<file path="config.mk">
export PLATFORM = sky130hd
export DESIGN_NAME = trimmed_mean_window_filter_core
export DESIGN_NICKNAME = d
export VERILOG_FILES = /design/src/hdl/tmwf_pkg.sv /design/src/hdl/tmwf_ctrl.sv /design/src/hdl/tmwf_dp.sv /design/src/hdl/trimmed_mean_window_filter_core.sv
export SDC_FILE = /design/constraint.sdc
export NUM_CORES = 1
export LEC_CHECK = 0
export ABC_CLOCK_PERIOD_IN_PS = 3640
export BUFFER_PORTS_ARGS = -buffer_cell sky130_fd_sc_hd__buf_4
export CORE_UTILIZATION = 40
export DETAILED_ROUTE_END_ITERATION = 10
export PLACE_DENSITY = 0.62
export SLEW_MARGIN = 5
export SYNTH_ARGS = -nofsm -noshare
export SYNTH_HDL_FRONTEND = slang
export SYNTH_SLANG_ARGS = --single-unit
</file>
<file path="constraint.sdc">
create_clock -name i_clk -period 3.64 [get_ports i_clk]
set_input_delay 0.728 -clock i_clk [delete_from_list [all_inputs] [get_ports i_clk]]
set_output_delay 0.728 -clock i_clk [all_outputs]
set_load 0.02 [all_outputs]
</file>
<file path="src/hdl/tmwf_pkg.sv">
// Shared types and constants for the trimmed mean window filter.
// Used by tmwf_ctrl, tmwf_dp and trimmed_mean_window_filter_core.
package tmwf_pkg;

    localparam int WINDOW_DEF      = 18;
    localparam int SAMPLE_BITS_DEF = 16;
    localparam int FRAC_EXTRA      = 4;

    typedef enum logic [2:0] {
        ST_IDLE,
        ST_UPDATE,
        ST_SCAN,
        ST_DRAIN,
        ST_TRIM,
        ST_DIVIDE,
        ST_DONE
    } t_tmwf_state;

    // controller to datapath
    typedef struct packed {
        logic accept;
        logic update;
        logic scan;
        logic trim;
        logic div_step;
        logic load;
    } t_tmwf_cmd;

    // datapath to controller
    typedef struct packed {
        logic will_full;
        logic scan_last;
        logic div_last;
        logic div_pow2;
        logic out_busy;
    } t_tmwf_status;

endpackage

</file>
<file path="src/hdl/tmwf_ctrl.sv">
// Sequencing state machine for the trimmed mean window filter.
// Depends on tmwf_pkg; drives the command struct of tmwf_dp.
module tmwf_ctrl (
    input  logic                  i_clk,
    input  logic                  i_rst_n,
    input  logic                  i_in_valid,
    output logic                  o_in_stall,
    input  tmwf_pkg::t_tmwf_status i_status,
    output tmwf_pkg::t_tmwf_cmd    o_cmd
);
    import tmwf_pkg::*;

    t_tmwf_state r_state;
    t_tmwf_state n_state;

    always_ff @(posedge i_clk) begin
        if (!i_rst_n) begin
            r_state <= ST_IDLE;
        end else begin
            r_state <= n_state;
        end
    end

    always_comb begin
        n_state    = r_state;
        o_cmd      = '0;
        o_in_stall = 1'b1;
        unique case (r_state)
            ST_IDLE: begin
                o_in_stall = 1'b0;
                if (i_in_valid) begin
                    o_cmd.accept = 1'b1;
                    n_state      = ST_UPDATE;
                end
            end
            ST_UPDATE: begin
                o_cmd.update = 1'b1;
                n_state      = i_status.will_full ? ST_SCAN : ST_DONE;
            end
            ST_SCAN: begin
                o_cmd.scan = 1'b1;
                if (i_status.scan_last) begin
                    n_state = ST_DRAIN;
                end
            end
            // last read of the scan lands in min/max here
            ST_DRAIN: begin
                n_state = ST_TRIM;
            end
            ST_TRIM: begin
                o_cmd.trim = 1'b1;
                n_state    = i_status.div_pow2 ? ST_DONE : ST_DIVIDE;
            end
            ST_DIVIDE: begin
                o_cmd.div_step = 1'b1;
                if (i_status.div_last) begin
                    n_state = ST_DONE;
                end
            end
            ST_DONE: begin
                // hold until the output register is free
                if (!i_status.out_busy) begin
                    o_cmd.load = 1'b1;
                    n_state    = ST_IDLE;
                end
            end
            default: begin
                n_state = ST_IDLE;
            end
        endcase
    end

    a_accept_to_update: assert property (@(posedge i_clk) disable iff (!i_rst_n)
        o_cmd.accept |=> r_state == ST_UPDATE)
        else $error("accepted request did not move to update");

    a_drain_after_scan: assert property (@(posedge i_clk) disable iff (!i_rst_n)
        r_state == ST_DRAIN |-> $past(r_state) == ST_SCAN)
        else $error("drain entered without a scan");

    a_divide_entry: assert property (@(posedge i_clk) disable iff (!i_rst_n)
        (r_state == ST_DIVIDE && $past(r_state) != ST_DIVIDE) |->
            $past(r_state) == ST_TRIM && !i_status.div_pow2)
        else $error("divider started out of sequence");

endmodule

</file>
<file path="src/hdl/tmwf_dp.sv">
// Datapath of the trimmed mean window filter: sample ring, running total,
// min/max scan, reciprocal multiplier and output register. Uses tmwf_pkg.
module tmwf_dp #(
    parameter int WINDOW      = tmwf_pkg::WINDOW_DEF,
    parameter int SAMPLE_BITS = tmwf_pkg::SAMPLE_BITS_DEF
) (
    input  logic                                     i_clk,
    input  logic                                     i_rst_n,
    input  tmwf_pkg::t_tmwf_cmd                      i_cmd,
    output tmwf_pkg::t_tmwf_status                   o_status,
    input  logic [SAMPLE_BITS-1:0]                   i_speed_sample,
    input  logic                                     i_out_stall,
    output logic                                     o_out_valid,
    output logic [SAMPLE_BITS+tmwf_pkg::FRAC_EXTRA-1:0] o_filtered_speed,
    output logic                                     o_window_full
);
    import tmwf_pkg::*;

    localparam int AW        = $clog2(WINDOW);
    localparam int CW        = $clog2(WINDOW + 1);
    localparam int TOTAL_W   = SAMPLE_BITS + CW;
    localparam int QW        = SAMPLE_BITS + FRAC_EXTRA;
    localparam int DW        = TOTAL_W + FRAC_EXTRA;
    localparam int DIVISOR   = WINDOW - 2;
    localparam bit DIV_POW2  = (DIVISOR & (DIVISOR - 1)) == 0;
    localparam int DIV_SHIFT = $clog2(DIVISOR);
    // floor(x * RECIP / 2^RSH) equals floor(x / DIVISOR) for every DW-bit x
    localparam int RSH       = DW + DIV_SHIFT;
    localparam int ND        = (DW + 5) / 4;
    localparam int MW        = 4 * ND;
    localparam int PW        = DW + MW;
    localparam int NW        = $clog2(ND);
    localparam logic [63:0]   RECIP_FULL =
        ((64'd1 << RSH) + 64'(DIVISOR - 1)) / 64'(DIVISOR);
    localparam logic [MW-1:0] RECIP = RECIP_FULL[MW-1:0];

    logic [SAMPLE_BITS-1:0] r_ring [WINDOW];
    logic [SAMPLE_BITS-1:0] r_rd_data;
    logic [AW-1:0]          rd_addr;

    logic [SAMPLE_BITS-1:0] r_sample;
    logic [AW-1:0]          r_slot;
    logic [CW-1:0]          r_fill;
    logic [TOTAL_W-1:0]     r_total;
    logic [AW-1:0]          r_scan_idx;
    logic                   r_rd_valid;
    logic                   r_rd_first;
    logic [SAMPLE_BITS-1:0] r_lo;
    logic [SAMPLE_BITS-1:0] r_hi;
    logic [PW-1:0]          r_acc;
    logic [MW-1:0]          r_mult;
    logic [NW-1:0]          r_div_cnt;
    logic                   r_out_valid;
    logic [QW-1:0]          r_out_data;
    logic                   r_out_full;

    logic                   was_full;
    logic [TOTAL_W-1:0]     old_term;
    logic [TOTAL_W-1:0]     trimmed;
    logic [DW-1:0]          dividend;
    logic [DW+3:0]          digit_prod;
    logic [QW-1:0]          quotient;

    assign was_full   = r_fill == CW'(WINDOW);
    assign rd_addr    = i_cmd.scan ? r_scan_idx : r_slot;
    assign old_term   = was_full ? TOTAL_W'(r_rd_data) : '0;
    assign trimmed    = r_total - TOTAL_W'(r_lo) - TOTAL_W'(r_hi);
    assign dividend   = {trimmed, {FRAC_EXTRA{1'b0}}};
    assign digit_prod = (DW + 4)'(dividend) * (DW + 4)'(r_mult[MW-1 -: 4]);
    assign quotient   = DIV_POW2 ? QW'(dividend >> DIV_SHIFT) : r_acc[RSH +: QW];

    // ring memory, one write and one registered read per cycle
    always_ff @(posedge i_clk) begin
        if (i_cmd.update) begin
            r_ring[r_slot] <= r_sample;
        end
        r_rd_data <= r_ring[rd_addr];
    end

    always_ff @(posedge i_clk) begin
        if (!i_rst_n) begin
            r_slot      <= '0;
            r_fill      <= '0;
            r_total     <= '0;
            r_rd_valid  <= 1'b0;
            r_out_valid <= 1'b0;
        end else begin
            r_rd_valid <= i_cmd.scan;
            if (i_cmd.update) begin
                // drop the oldest sample once the window is full
                r_total <= r_total - old_term + TOTAL_W'(r_sample);
                r_slot  <= (r_slot == AW'(WINDOW - 1)) ? '0 : r_slot + 1'b1;
                if (!was_full) begin
                    r_fill <= r_fill + 1'b1;
                end
            end
            if (i_cmd.load) begin
                r_out_valid <= 1'b1;
            end else if (!i_out_stall) begin
                r_out_valid <= 1'b0;
            end
        end
    end

    always_ff @(posedge i_clk) begin
        if (i_cmd.accept) begin
            r_sample <= i_speed_sample;
        end
        if (i_cmd.update) begin
            r_scan_idx <= '0;
        end else if (i_cmd.scan) begin
            r_scan_idx <= r_scan_idx + 1'b1;
        end
        if (i_cmd.scan) begin
            r_rd_first <= r_scan_idx == '0;
        end
        if (r_rd_valid) begin
            if (r_rd_first) begin
                r_lo <= r_rd_data;
                r_hi <= r_rd_data;
            end else begin
                if (r_rd_data < r_lo) begin
                    r_lo <= r_rd_data;
                end
                if (r_rd_data > r_hi) begin
                    r_hi <= r_rd_data;
                end
            end
        end
        if (i_cmd.trim) begin
            r_div_cnt <= '0;
            r_acc     <= '0;
            r_mult    <= RECIP;
        end else if (i_cmd.div_step) begin
            // four reciprocal bits a cycle, most significant first
            r_acc     <= {r_acc[PW-5:0], 4'b0000} + PW'(digit_prod);
            r_mult    <= r_mult << 4;
            r_div_cnt <= r_div_cnt + 1'b1;
        end
        if (i_cmd.load) begin
            r_out_full <= was_full;
            r_out_data <= was_full ? quotient : {r_sample, {FRAC_EXTRA{1'b0}}};
        end
    end

    assign o_status.will_full = r_fill >= CW'(WINDOW - 1);
    assign o_status.scan_last = r_scan_idx == AW'(WINDOW - 1);
    assign o_status.div_last  = r_div_cnt == NW'(ND - 1);
    assign o_status.div_pow2  = DIV_POW2;
    assign o_status.out_busy  = r_out_valid && i_out_stall;

    assign o_out_valid      = r_out_valid;
    assign o_filtered_speed = r_out_data;
    assign o_window_full    = r_out_full;

    a_fill_bound: assert property (@(posedge i_clk) disable iff (!i_rst_n)
        r_fill <= CW'(WINDOW) && r_slot <= AW'(WINDOW - 1))
        else $error("fill count or slot out of range");

    a_min_le_max: assert property (@(posedge i_clk) disable iff (!i_rst_n)
        i_cmd.trim |-> r_lo <= r_hi)
        else $error("scan left min above max");

    a_trim_only_full: assert property (@(posedge i_clk) disable iff (!i_rst_n)
        i_cmd.scan |-> was_full)
        else $error("scan started before the window filled");

endmodule

</file>
<file path="src/hdl/trimmed_mean_window_filter_core.sv">
// Top level of the trimmed mean window filter; instantiates tmwf_ctrl and
// tmwf_dp, both built on tmwf_pkg.
//
// Each accepted speed sample yields one result. While fewer than WINDOW
// samples are held, the sample comes back with four zero fraction bits and
// o_window_full low. From then on the result is the mean of the last WINDOW
// samples with one smallest and one largest removed, with four fraction bits,
// truncated. One request is handled at a time. Once the window is full, a
// min/max scan reads the ring through its single read port one entry a
// cycle. When WINDOW - 2 is not a power of two, a multiplication by its
// reciprocal, four bits a cycle, follows the scan. A finished result sits
// in an output register, so a new request is taken while it waits; a
// stalled output holds the block only when the next result is due.
module trimmed_mean_window_filter_core #(
    parameter int WINDOW      = tmwf_pkg::WINDOW_DEF,
    parameter int SAMPLE_BITS = tmwf_pkg::SAMPLE_BITS_DEF
) (
    input  logic                                        i_clk,
    input  logic                                        i_rst_n,
    input  logic                                        i_in_valid,
    output logic                                        o_in_stall,
    input  logic [SAMPLE_BITS-1:0]                      i_speed_sample,
    output logic                                        o_out_valid,
    input  logic                                        i_out_stall,
    output logic [SAMPLE_BITS+tmwf_pkg::FRAC_EXTRA-1:0] o_filtered_speed,
    output logic                                        o_window_full
);
    import tmwf_pkg::*;

    t_tmwf_cmd    cmd;
    t_tmwf_status status;

    tmwf_ctrl u_ctrl (
        .i_clk      (i_clk),
        .i_rst_n    (i_rst_n),
        .i_in_valid (i_in_valid),
        .o_in_stall (o_in_stall),
        .i_status   (status),
        .o_cmd      (cmd)
    );

    tmwf_dp #(
        .WINDOW      (WINDOW),
        .SAMPLE_BITS (SAMPLE_BITS)
    ) u_dp (
        .i_clk            (i_clk),
        .i_rst_n          (i_rst_n),
        .i_cmd            (cmd),
        .o_status         (status),
        .i_speed_sample   (i_speed_sample),
        .i_out_stall      (i_out_stall),
        .o_out_valid      (o_out_valid),
        .o_filtered_speed (o_filtered_speed),
        .o_window_full    (o_window_full)
    );

endmodule
</file>
Yosys cells after proc, flatten, opt, wreduce, memory -nomap -nowiden. Memory sizes are Yosys's and may differ from the RTL's. A register that Yosys moved wholly into a read port is not among the register bits. Index checks and enable logic that the tools add are counted.

Add/sub/neg operators: 8. Order comparisons: 3. Equal/unequal tests: 15. Mux-type cells: 27. Bitwise operators: 1. Reductions and logical operators: 9.

Operators with widths (number): 2-to-1 mux 16 bit (5); subtractor 20 x 16 -> 20 bit (2); adder 21 x 16 -> 21 bit (1); case mux 3 bit (7 select lines) (1); subtractor 21 x 16 -> 21 bit (1); 2-to-1 mux 20 bit (1); greater-than comparator 16 bit (1); less-than comparator 16 bit (1); adder 5 x 1 -> 5 bit (second input constant) (3); equality test 5 bit (second input constant) (3); 2-to-1 mux 3 bit (5); 2-to-1 mux 1 bit (13); equality test 3 bit (second input constant) (4); 2-to-1 mux 5 bit (2); != test 2 bit (second input constant) (4); equality test 3 x 2 -> 1 bit (second input constant) (2); AND reduction 2 bit (3); greater-or-equal comparator 5 bit (second input constant) (1); zero test 5 bit (1); AND reduction 4 bit (1); nonzero test 2 bit (2); adder 3 x 1 -> 3 bit (second input constant) (1); equality test 3 x 1 -> 1 bit (second input constant) (1); zero test 3 bit (1); 3 further kinds (3).

Flip-flop bits (word level): 114. RAM bits: 288. Input port bits: 20. Output and inout port bits: 23. Word-level logic and storage cells: 79. Memories kept: 1.

Memories: u_dp.r_ring (depth 18, width 16, rd ports 1, clocked after memory_dff 1, wr ports 1, RTL line tmwf_dp.sv:37) `logic [SAMPLE_BITS-1:0] r_ring [WINDOW];`.

Logic depth before layout (Yosys ltp). Gate-level depths: netlist of run 1.

Depth in word-level cells: 4. Mapped depth: 17. Depth with buffers taken out: 15.

Cells and area by module. A second synthesis of run 1 with hierarchy kept.

Cell total of the unflattened synthesis: 1386. Area total of the unflattened synthesis: 19409.9 um2.

By module, submodules not included: tmwf_dp (instances 1, cells each 1354, area each 19149.6 um2, seq. area each 11871.4 um2); tmwf_ctrl (instances 1, cells each 32, area each 260.2 um2, seq. area each 60.1 um2).

Least setup slack after synthesis of run 1. Ideal clock, no wire load.

Path kind: reg2reg. From: reg u_dp.r_fill[0]. To: reg u_dp.r_total[19]. Setup time: 0.072 ns. Arrival time: 3.331 ns. Data required time: 3.568 ns. Path slack: 0.238 ns. Stages on the path, launching flop included: 18. Buffers on the path: 2. Period minus slack after synthesis: 3.402 ns. Cells stage by stage: dfxtp_1 > inv_1 > ha_1 > nand3_1 > inv_1 > clkbuf_1 > and2_1 > fa_1 > inv_1 > ha_1 > clkbuf_1 > a21oi_1 > o21ai_0 > nand2b_1 > o21ai_0 > nand3_1 > a41oi_1 > mux2i_1.

Word-level cells in the longest chain between the ends: 4.

Ends and longest elaborated chain: start: declaration (RTL line tmwf_dp.sv:43) `logic [CW-1:0] r_fill;`; start signal: assignment (RTL line tmwf_dp.sv:94) `r_fill <= r_fill + 1'b1;`; equality test 5 bit (RTL line tmwf_dp.sv:64) `assign was_full = r_fill == CW'(WINDOW);`; 2-to-1 mux 16 bit (RTL line tmwf_dp.sv:66) `assign old_term = was_full ? TOTAL_W'(r_rd_data) : '0;`; subtractor 21 x 16 -> 21 bit (RTL line tmwf_dp.sv:91) `r_total <= r_total - old_term + TOTAL_W'(r_sample);`; adder 21 x 16 -> 21 bit (RTL line tmwf_dp.sv:91); end signal: assignment (RTL line tmwf_dp.sv:91); end: declaration (RTL line tmwf_dp.sv:44) `logic [TOTAL_W-1:0] r_total;`.

Every way passes these cells. A chain may end at the register's enable or synchronous reset.

Final worst setup path of run 1.
From: reg u_dp.r_fill[0]. To: reg u_dp.r_total[18].

Same word-level chain as after synthesis.

==> results of run 1 <==
-- worst paths after layout --
path | cells after the start | to | start
max | 16 | u_dp.r_total[18]$_SDFFE_PN0P_ | u_dp.r_fill[0]$_SDFFE_PN0P_
min reg2reg | 2 | u_dp.r_div_cnt[2]$_SDFFE_PP0P_ | u_dp.r_div_cnt[2]$_SDFFE_PP0P_
max reg2reg | 16 | u_dp.r_total[18]$_SDFFE_PN0P_ | u_dp.r_fill[0]$_SDFFE_PN0P_
min | 1 | u_dp.r_sample[4]$_DFFE_PP_ | i_speed_sample[4]
-- cell families after synthesis --
| group | after synthesis | share of synthesized area, % |
|---|---|---|
| buffers and inverters | 183 | 3.79 |
| flip-flops | 417 | 61.8 |
| XOR/XNOR | 39 | 1.77 |
| AND/OR/NAND/NOR | 509 | 12.2 |
| adder cells (fa/ha/maj) | 115 | 8.70 |
| AO/OA/AOI/OAI | 235 | 7.42 |
| multiplexers | 45 | 4.29 |
-- metrics by stage --
step | hold slack (ps) | setup slack, ps | util [%] | power (mW)
2_1_floorplan | 439 | 238 | - | 11.1
3_3_place_gp | 457 | 175 | 43.3 | 13.3
3_5_place_dp | 464 | 48.1 | 43.3 | 13.4
4_1_cts | 308 | 29.9 | 46.1 | 17.5
5_1_grt | 318 | 32.8 | 46.1 | 18.5
6_report | 336 | 237 | 46.1 | 17.5
-- what timing repair did --
item | 4_1_cts | 5_1_grt
resized for setup | 0 | 6
setup endpoints to repair | 0 | 10
hold buffers | 0 | 0
setup buffers | 0 | 0
-- cell usage after synthesis, types with 22 or more instances --
cell,count
nor3_1,28
nor2_1,47
dfxtp_1,59
nand2_1,246
clkbuf_1,34
fa_1,32
buf_2,24
xnor2_1,23
edfxtp_1,358
a31oi_1,23
a21o_1,22
inv_1,121
and3_1,30
a21oi_1,57
nand3_1,71
and2_1,33
ha_1,83
o21ai_0,66
mux4_2,30
-- report_power, final --
part           switching [mW]  internal (mW)
sequential              0.567           5.97
combinational            4.09           2.72
clock                    1.82           2.34
total                    6.48           11.0
-- sequential cells by signal, indices dropped and copies added (netlist names), 3 cells and up --
signal	flops
u_dp.r_sample	16
u_dp.r_slot	5
u_ctrl.r_state	3
u_dp.r_div_cnt	3
u_dp.o_filtered_speed	20
u_dp.r_hi	16
u_dp.r_fill	5
u_dp.r_total	20
u_dp.r_ring	288
u_dp.r_lo	16
u_dp.r_rd_data	16
u_dp.r_scan_idx	5
-- worst register-to-register path, cell delays in order (launching register included) --
cell,delay [ps]
dfxtp_1,340
inv_1,70
ha_1,210
nand3_2,140
inv_2,130
buf_4,190
and2_1,170
fa_1,470
inv_1,40
ha_1,340
buf_4,180
a2111o_1,360
a21o_1,170
nand3_1,110
a41oi_1,140
xnor2_1,160
a21oi_1,80
-- area by class of cell --
class / instances / area [µm²]
repair buffers: 98 / 802
clock buffers: 50 / 1080
fillers: 4276 / 25700
inverters: 121 / 454
diodes: 2 / 5.00
flip-flops and latches: 417 / 11900
clock inverters: 25 / 220
multi-input cells: 943 / 6700
well taps: 615 / 769
-- per-layer routing --
layer	part of all wire [%]	GRT usage [%]	vias to the layer above	wire length [µm]
met2	45	30.6	457	22000
met1	44	28.4	6063	21600
met4	3.0	7.41	8	1460
met3	7.9	3.70	87	3870
li1	-	-	5728	-
met5	0.10	0	-	50
-- layout by cell type, fill, tap and decap left out, types with 4 or more instances in the layout --
| master | n |
|---|---|
| nand3_1 | 70 |
| nand2_1 | 246 |
| nand4_1 | 17 |
| nor2b_1 | 11 |
| and3_1 | 30 |
| nand2b_1 | 9 |
| a21oi_1 | 57 |
| a31oi_1 | 23 |
| clkbuf_1 | 8 |
| clkbuf_16 | 42 |
| o211a_1 | 5 |
| nor3b_1 | 5 |
| o21ai_0 | 64 |
| mux2i_4 | 4 |
| xnor2_1 | 23 |
| inv_1 | 120 |
| buf_12 | 5 |
| a211oi_1 | 5 |
| fa_1 | 32 |
| ha_1 | 83 |
| a21boi_0 | 6 |
| mux4_2 | 30 |
| edfxtp_1 | 358 |
| o21ai_1 | 6 |
| dfxtp_1 | 59 |
| mux2i_1 | 9 |
| xor2_1 | 16 |
| buf_4 | 92 |
| nor2_1 | 47 |
| o31ai_1 | 4 |
| nor3_1 | 28 |
| and2_1 | 33 |
| clkinv_2 | 9 |
| o22ai_1 | 17 |
| clkinv_1 | 9 |
| a21o_1 | 22 |
==> results.sh, run 1 <==
export IMPL_rsz0062_at_grt="no"
export IMPL_numPortBuffers=42
export IMPL_yosys_area_top_type_share_pct=55.7
export IMPL_async_reset_ff_share_pct=0
export IMPL_ys_flop_type="edfxtp_1"
export IMPL_ys_warn_count=0
export IMPL_grt_pass1_vias=11800
export IMPL_wl_per_cell_um=21.6
export IMPL_slowest_stage="fa_1"
export IMPL_drc=0
export IMPL_path_cells="inv_1 > ha_1 > nand3_2 > inv_2 > buf_4 > and2_1 > fa_1 > inv_1 > ha_1 > buf_4 > a2111o_1 > a21o_1 > nand3_1 > a41oi_1 > xnor2_1 > a21oi_1"
export IMPL_cts_made_buffers=42
export IMPL_syn_nets=1678
export IMPL_drive_gt1_share_pct=11.9
export IMPL_syn_inst=1543
export IMPL_vdd_drop_max_v=0.000496
export IMPL_synth_edff_count=358
export IMPL_finalSetupTns_ps=0
export IMPL_ys_seq_elements=417
export IMPL_syn_area_per_cell_um2=12.5
export IMPL_critPathTopFamily="adder cells"
export IMPL_outcome="completed"
export IMPL_grt_pass1_wl_mm=73.0
export IMPL_synth_area_leader_cell="edfxtp_1"
export IMPL_ys_top_cells_by_area="edfxtp_1 56%, dfxtp_1 6.1%, ha_1 5.4%, nand2_1 4.8%, mux4_2 3.5%"
export IMPL_design_area_um2=22000
export IMPL_synth_cell_types=59
export IMPL_setup_viol=0
export IMPL_slew_headroom_pct=29.6
export IMPL_cts_htree_levels=2
export IMPL_dp_cells=2194
export IMPL_hp_class="input pin to flip-flop"
export IMPL_maxCapViolations=0
export IMPL_overflow=0
export IMPL_grt_start_max_net_pins=65
export IMPL_place_congestion=0.883
export IMPL_clock_skew_final_ps=13.2
export IMPL_drtIter0Drc=1189
export IMPL_postPlaceCellArea_um2=20600
export IMPL_crit_path_max_fanout=9
export IMPL_slew_violations=0
export IMPL_cts_sinks=417
export IMPL_p_leak_nw=8.38
export IMPL_viasPerCell=5.44
export IMPL_die_x_um=222
export IMPL_max_clock_path_buffers=3
export IMPL_core_area_um2=47600
export IMPL_critPathMaxStageDelay_ps=470
export IMPL_cts_tree="done"
export IMPL_period_minus_slack_ps=3400
export IMPL_final_hold_violation_count=0
export IMPL_place_hpwl_mm=32.7
export IMPL_power_per_cell_area_nw_per_um2=797
export IMPL_worstPathRequired_ps=4080
export IMPL_clkSlewWorstSetupHoldPaths_ps=60
export IMPL_worstSkewPairLatency_ps=570
export IMPL_finalCritPeriodShare_pct=93.5
export IMPL_grt_antenna_before_repair=6
export IMPL_rrSetupSlack_ps=240
export IMPL_nets=1758
export IMPL_wl_mm=49.1
export IMPL_worst_pin_slew_ps=1060
export IMPL_num_rows=80
export IMPL_first_pass_iters=5
export IMPL_fmax_ghz=0.294
export IMPL_startpoint_type="flip-flop"
export IMPL_track_usage_pct=20.0
export IMPL_initial_core_util_pct=40.5
export IMPL_crit_path_end_kind="flip-flop"
export IMPL_ant_nets=0
export IMPL_layoutNonFillerInstCount=2271
export IMPL_crit_buf_inv=5
export IMPL_area_growth_pct=13.8
export IMPL_syn_area_um2=19300
export IMPL_ios=43
export IMPL_worstSetupPathType="flip-flop to flip-flop"
export IMPL_worst_ep_arrival_time_ps=3850
export IMPL_dieArea_um2=49200
export IMPL_die_h_um=222
export IMPL_cts_root_buf="clkbuf_16"
export IMPL_vias=12300
export IMPL_yosysSeqAreaShare_pct=61.8
Note: power is estimated with default switching activity, not from simulation.
==> inputs of run 2 (changes only) <==
Settings changed: ABC_AREA set to 1, ABC_CLOCK_PERIOD_IN_PS 3640 to 4100, PLACE_DENSITY 0.62 to 0.6.
Clock period 3.64 ns to 4.1 ns, I/O delays scaled along.
==> run 2 against run 1 <==
  * Utilization about the same
  * Clock skew up 20 ps
  * Register-to-register slack improved by 550 ps
  * Critical endpoint is now u_dp.r_total[12]$_SDFFE_PN0P_
  * Largest cell class unchanged
==> results.sh, run 2 <==
export IMPL_hp_class="input pin to flip-flop"
export IMPL_crit_path_max_fanout=29
export IMPL_numPortBuffers=42
export IMPL_vdd_drop_max_v=0.000852
export IMPL_grt_start_max_net_pins=130
export IMPL_use_met3_pct=3.52
export IMPL_path_cells="inv_1 > ha_1 > nand3_1 > buf_4 > nor2_1 > fa_1 > inv_1 > fa_1 > nand3_1 > nand2_1 > nand2_1 > nand2_1 > a21oi_1 > or2_2 > nand2_1 > nand2_1 > inv_1"
export IMPL_cts_sinks=417
export IMPL_crit_buf_inv=4
export IMPL_power_per_cell_area_nw_per_um2=714
export IMPL_die_h_um=232
export IMPL_synth_edff_count=358
export IMPL_cpMostUsedCell="nand2_1"
export IMPL_clkSlewWorstSetupHoldPaths_ps=60
export IMPL_core_area_um2=51700
export IMPL_synth_cell_types=41
export IMPL_post_cts_resized=0
export IMPL_wl_per_cell_um=18.5
export IMPL_max_clock_path_buffers=3
export IMPL_syn_nets=2311
export IMPL_postCtsSetupBuffers=0
export IMPL_grt_antenna_before_repair=1
export IMPL_top_register="u_dp.r_ring"
export IMPL_slew_violations=0
export IMPL_overflow=0
export IMPL_syn_area_um2=21100
export IMPL_drtIter0Drc=999
export IMPL_maxCapViolations=0
export IMPL_critPathTopFamily="adder cells"
export IMPL_crit_path_end_kind="flip-flop"
export IMPL_syn_inst=2176
export IMPL_use_met1_pct=27.2
export IMPL_worstPathRequired_ps=4570
export IMPL_cts_tree="done"
export IMPL_place_hpwl_mm=36.0
export IMPL_ios=43
export IMPL_rsz0062_at_grt="no"
export IMPL_worstSetupPathType="flip-flop to flip-flop"
export IMPL_cts_htree_levels=2
export IMPL_n_fill_cell=4866
export IMPL_clock_skew_final_ps=32.9
export IMPL_cts_made_buffers=46
export IMPL_critPathMaxStageDelay_ps=510
export IMPL_post_synth_top_count_cell="inv_1"
export IMPL_grt_busiest_layer="met2"
export IMPL_async_reset_ff_share_pct=0
export IMPL_slowest_stage="fa_1"
export IMPL_setup_viol=0
export IMPL_ys_top_cells_by_count="408 x inv_1, 358 x edfxtp_1, 353 x nand3_1"
export IMPL_wl_mm=54.6
export IMPL_viasPerCell=5.14
export IMPL_worst_pin_slew_ps=1170
export IMPL_ys_warn_count=0
export IMPL_ys_flop_type="edfxtp_1"
export IMPL_hold_buffers=0
export IMPL_layout_setup_ws_ps=790
export IMPL_drc=0
export IMPL_num_rows=83
export IMPL_slew_headroom_pct=21.8
export IMPL_ys_top_cells_by_area="edfxtp_1 51%, nand3_1 8.4%, inv_1 7.3%, nand2_1 6.1%, dfxtp_1 5.6%"
export IMPL_fmax_ghz=0.302
export IMPL_initial_core_util_pct=40.8
export IMPL_die_x_um=232
export IMPL_yosysSeqAreaShare_pct=56.6
export IMPL_nets=2372
export IMPL_startpoint_type="flip-flop"
export IMPL_worstSkewPairLatency_ps=600
export IMPL_syn_area_per_cell_um2=9.70
export IMPL_place_congestion=0.891
export IMPL_first_pass_iters=8
export IMPL_p_leak_nw=10.2
export IMPL_largest_reg_flops=288
export IMPL_ys_seq_elements=417
export IMPL_worst_ep_arrival_time_ps=3780
export IMPL_yosys_area_top_type_share_pct=51.0
export IMPL_vias=15200
export IMPL_synth_area_leader_cell="edfxtp_1"
export IMPL_track_usage_pct=20.6
export IMPL_globalRouteMet2Util_pct=33.8
export IMPL_final_hold_violation_count=0
export IMPL_grt_pass1_wl_mm=84.6
export IMPL_cts_root_buf="clkbuf_16"
export IMPL_area_growth_pct=12.9
export IMPL_period_minus_slack_ps=3310
export IMPL_grt_pass1_vias=14900
export IMPL_drive_gt1_share_pct=8.19
export IMPL_finalCritPeriodShare_pct=80.7
export IMPL_final_common_cell="inv_1"
export IMPL_final_cell_mix="408 x inv_1, 358 x edfxtp_1, 352 x nand3_1"
export IMPL_diodes=0
export IMPL_rrSetupSlack_ps=790
export IMPL_dieArea_um2=53700
export IMPL_finalSetupTns_ps=0
export IMPL_place_ws_ps=822
export IMPL_outcome="completed"
export IMPL_ant_nets=0
[run 2: stage by stage]
stage | cell area [µm²] | total power [mW] | cells | hold WS [ps] | util [%]
2_1_floorplan | 21100 | 10.8 | 2176 | 423 | -
3_3_place_gp | 22300 | 12.9 | 2869 | 434 | 43.2
3_5_place_dp | 22300 | 13.0 | 2869 | 442 | 43.2
4_1_cts | 23800 | 17.1 | 2952 | 379 | 46.1
5_1_grt | 23800 | 18.2 | 2952 | 384 | 46.1
6_report | 23800 | 17.0 | 2952 | 405 | 46.1
[run 2: power by group]
group | switching, mW | internal [mW] | leakage, nW
logic | 4.98 | 2.31 | 5.74
registers | 0.382 | 5.30 | 3.71
clock network | 1.73 | 2.32 | 0.713
total | 7.09 | 9.93 | 10.2
[run 2: area by class of cell]
type	count	area (µm²)	area share, %
clock buffers	61	1230	5.15
clock inverters	22	256	1.08
inverters	412	1550	6.49
multi-input cells	1265	7240	30.4
flip-flops and latches	417	11900	50.1
well taps	680	851	3.57
repair buffers	95	763	3.20
[run 2: routing by layer]
metal,routed length [µm],share of wire (%)
met1,23800,43
met2,25600,47
met3,3630,6.6
met4,1620,3.0
met5,13,0.024
[run 2: worst paths after layout]
| check | to | from | cells after the start |
|---|---|---|---|
| setup reg to reg | u_dp.r_total[12]$_SDFFE_PN0P_ | u_dp.r_fill[0]$_SDFFE_PN0P_ | 17 |
| hold / removal | u_dp.r_sample[1]$_DFFE_PP_ | i_speed_sample[1] | 1 |
| hold reg to reg | u_dp.r_scan_idx[3]$_SDFFE_PP0P_ | u_dp.r_scan_idx[3]$_SDFFE_PP0P_ | 1 |
| setup / recovery | u_dp.r_total[12]$_SDFFE_PN0P_ | u_dp.r_fill[0]$_SDFFE_PN0P_ | 17 |
[run 2: cell families after synthesis]
kind of cell	count (synthesis)	synth area share (%)
compound gates	207	5.31
xor+xnor	14	0.581
fa+ha+maj	115	7.96
buf+inv	494	9.38
flops	417	56.6
simple gates	929	20.2
==> inputs of run 3 (changes only) <==
Settings changed: ABC_AREA 1 to 0, ABC_CLOCK_PERIOD_IN_PS 4100 to 2800, PLACE_DENSITY 0.6 to 0.62.
Clock period 4.1 ns to 2.8 ns, I/O delays scaled along.
==> run 3 against run 2 <==
  * The flow now finishes with violations (setup timing)
  * Register-to-register slack got worse by 970 ps
  * Combinational power up 65%
  * Highest routed layer is now met4
  * Clock skew decreased by 18 ps
  * Largest power group unchanged
  * Utilization is 3.7 points higher
  * Clock power grew 48%
  * Global-route usage rose by 0.27 points
  * Sequential share of layout area grew 0.21 points
==> results.sh, run 3 (same netlist as run 1, synthesis figures left out) <==
export IMPL_outcome="finished, violations left"
export IMPL_violations="setup timing"
export IMPL_slew_headroom_pct=61.9
export IMPL_max_clock_path_buffers=3
export IMPL_grt_pass1_wl_mm=77.0
export IMPL_cp_startpoint="u_dp.r_fill[0]$_SDFFE_PN0P_"
export IMPL_grt_pass1_vias=12800
export IMPL_place_ws_ps=-230
export IMPL_setup_viol=14
export IMPL_nets=1890
export IMPL_layoutNonFillerInstCount=2405
export IMPL_power_per_cell_area_nw_per_um2=1110
export IMPL_final_hold_violation_count=0
export IMPL_startpoint_type="flip-flop"
export IMPL_hp_start="i_speed_sample[3]"
export IMPL_crit_buf_inv=3
export IMPL_top_register="u_dp.r_ring"
export IMPL_drtIter0Drc=1068
export IMPL_drive_gt1_share_pct=23.7
export IMPL_timing_rr_start="u_dp.r_fill[0]$_SDFFE_PN0P_"
export IMPL_diodes=0
export IMPL_power_mw=26.4
export IMPL_vdd_drop_max_v=0.000719
export IMPL_num_rows=80
export IMPL_numPortBuffers=42
export IMPL_postPlaceCellArea_um2=21700
export IMPL_path_cells="inv_2 > ha_4 > nand3_4 > inv_8 > and2_4 > fa_1 > inv_2 > ha_4 > a21o_1 > nand4_1 > a31oi_4 > o21bai_4 > a31oi_1 > mux2i_1 > nand3_1"
export IMPL_finalSetupTns_ps=-1440
export IMPL_maxCapViolations=0
export IMPL_worst_ep_arrival_time_ps=3450
export IMPL_finalCritPeriodShare_pct=107
export IMPL_whs_ps=154
export IMPL_ant_nets=0
export IMPL_cts_tree="done"
export IMPL_dp_cells=2310
export IMPL_ios=43
export IMPL_place_hpwl_mm=34.2
export IMPL_clkSlewWorstSetupHoldPaths_ps=60
export IMPL_wl_per_cell_um=21.3
export IMPL_die_h_um=222
export IMPL_hp_class="input pin to flip-flop"
export IMPL_worst_pin_slew_ps=564
export IMPL_cts_root_buf="clkbuf_16"
export IMPL_largest_reg_flops=288
export IMPL_vias=13000
export IMPL_hold_buffers=0
export IMPL_worstSkewPairLatency_ps=580
export IMPL_slowest_stage="fa_1"
export IMPL_viasPerCell=5.41
export IMPL_clock_skew_final_ps=15.3
export IMPL_grt_antenna_before_repair=0
export IMPL_dieArea_um2=49200
export IMPL_overflow=0
export IMPL_p_leak_nw=9.18
export IMPL_n_fill_cell=4135
export IMPL_design_area_um2=23700
export IMPL_initial_core_util_pct=40.5
export IMPL_critPathMaxStageDelay_ps=490
export IMPL_cts_htree_levels=2
export IMPL_rsz0062_at_grt="yes"
export IMPL_cts_sinks=417
export IMPL_track_usage_pct=20.9
export IMPL_layout_setup_ws_ps=-183
export IMPL_core_area_um2=47600
export IMPL_worstPathRequired_ps=3260
export IMPL_worstSetupPathType="flip-flop to flip-flop"
export IMPL_critPathTopFamily="adder cells"
export IMPL_slew_violations=0
export IMPL_period_minus_slack_ps=2980
export IMPL_crit_path_max_fanout=17
export IMPL_drc=0
export IMPL_fmax_ghz=0.335
export IMPL_first_pass_iters=5
export IMPL_area_growth_pct=22.9
export IMPL_final_common_cell="edfxtp_1"
export IMPL_wl_mm=51.3
export IMPL_grt_start_max_net_pins=41
export IMPL_crit_path_end_kind="flip-flop"
export IMPL_post_route_util_pct=49.8
export IMPL_die_x_um=222
export IMPL_final_cell_mix="358 x edfxtp_1, 245 x nand2_1, 216 x buf_4"
export IMPL_cts_made_buffers=44
export IMPL_place_congestion=0.874
==> run 3: worst reg2reg max path, delay by kind of cell, from the launching register on <==
family	cells	cell delay (ps)
compound gates	4	700
fa+ha+maj	3	900
buf+inv	3	180
flops	1	330
mux	1	210
simple gates	4	560
==> run 3: metal layers <==
layer	up-vias	routed length [µm]	GRT usage, %
met4	0	1400	6.47
met5	-	0	0
li1	5984	-	-
met3	81	3650	4.02
met1	6533	22600	29.6
met2	424	23700	32.5
==> run 3: final cells by class <==
cell class              count  area (µm²)  area share [%]
clock buffers              60        1180            4.98
clock inverters            21         294            1.24
inverters                 121         462            1.95
multi-input cells         943        7250            30.6
flip-flops and latches    417       11900            50.3
well taps                 615         769            3.24
repair buffers            228        1840            7.74
==> run 3: path summary, 6_finish.rpt <==
path	to	slack, ps	depth (start not counted)
worst min register to register	u_dp.r_div_cnt[2]$_SDFFE_PP0P_	480	2
worst max register to register	u_dp.r_total[13]$_SDFFE_PN0P_	-180	15
worst min-delay path	u_dp.r_sample[3]$_DFFE_PP_	150	1
worst max-delay path	u_dp.r_total[13]$_SDFFE_PN0P_	-180	15
==> run 3: what timing repair did <==
item                       CTS  global route
hold endpoints to repair     0             0
gates resized for setup     40            62
setup endpoints to repair   23            43
pin swaps                   19            34
setup buffers                5             9
==> run 3: power by group <==
part	internal (mW)	switching [mW]	total, mW	leakage (nW)
combinational	5.49	6.49	12.0	4.76
sequential	7.77	0.599	8.37	3.71
clock	3.55	2.46	6.01	0.712
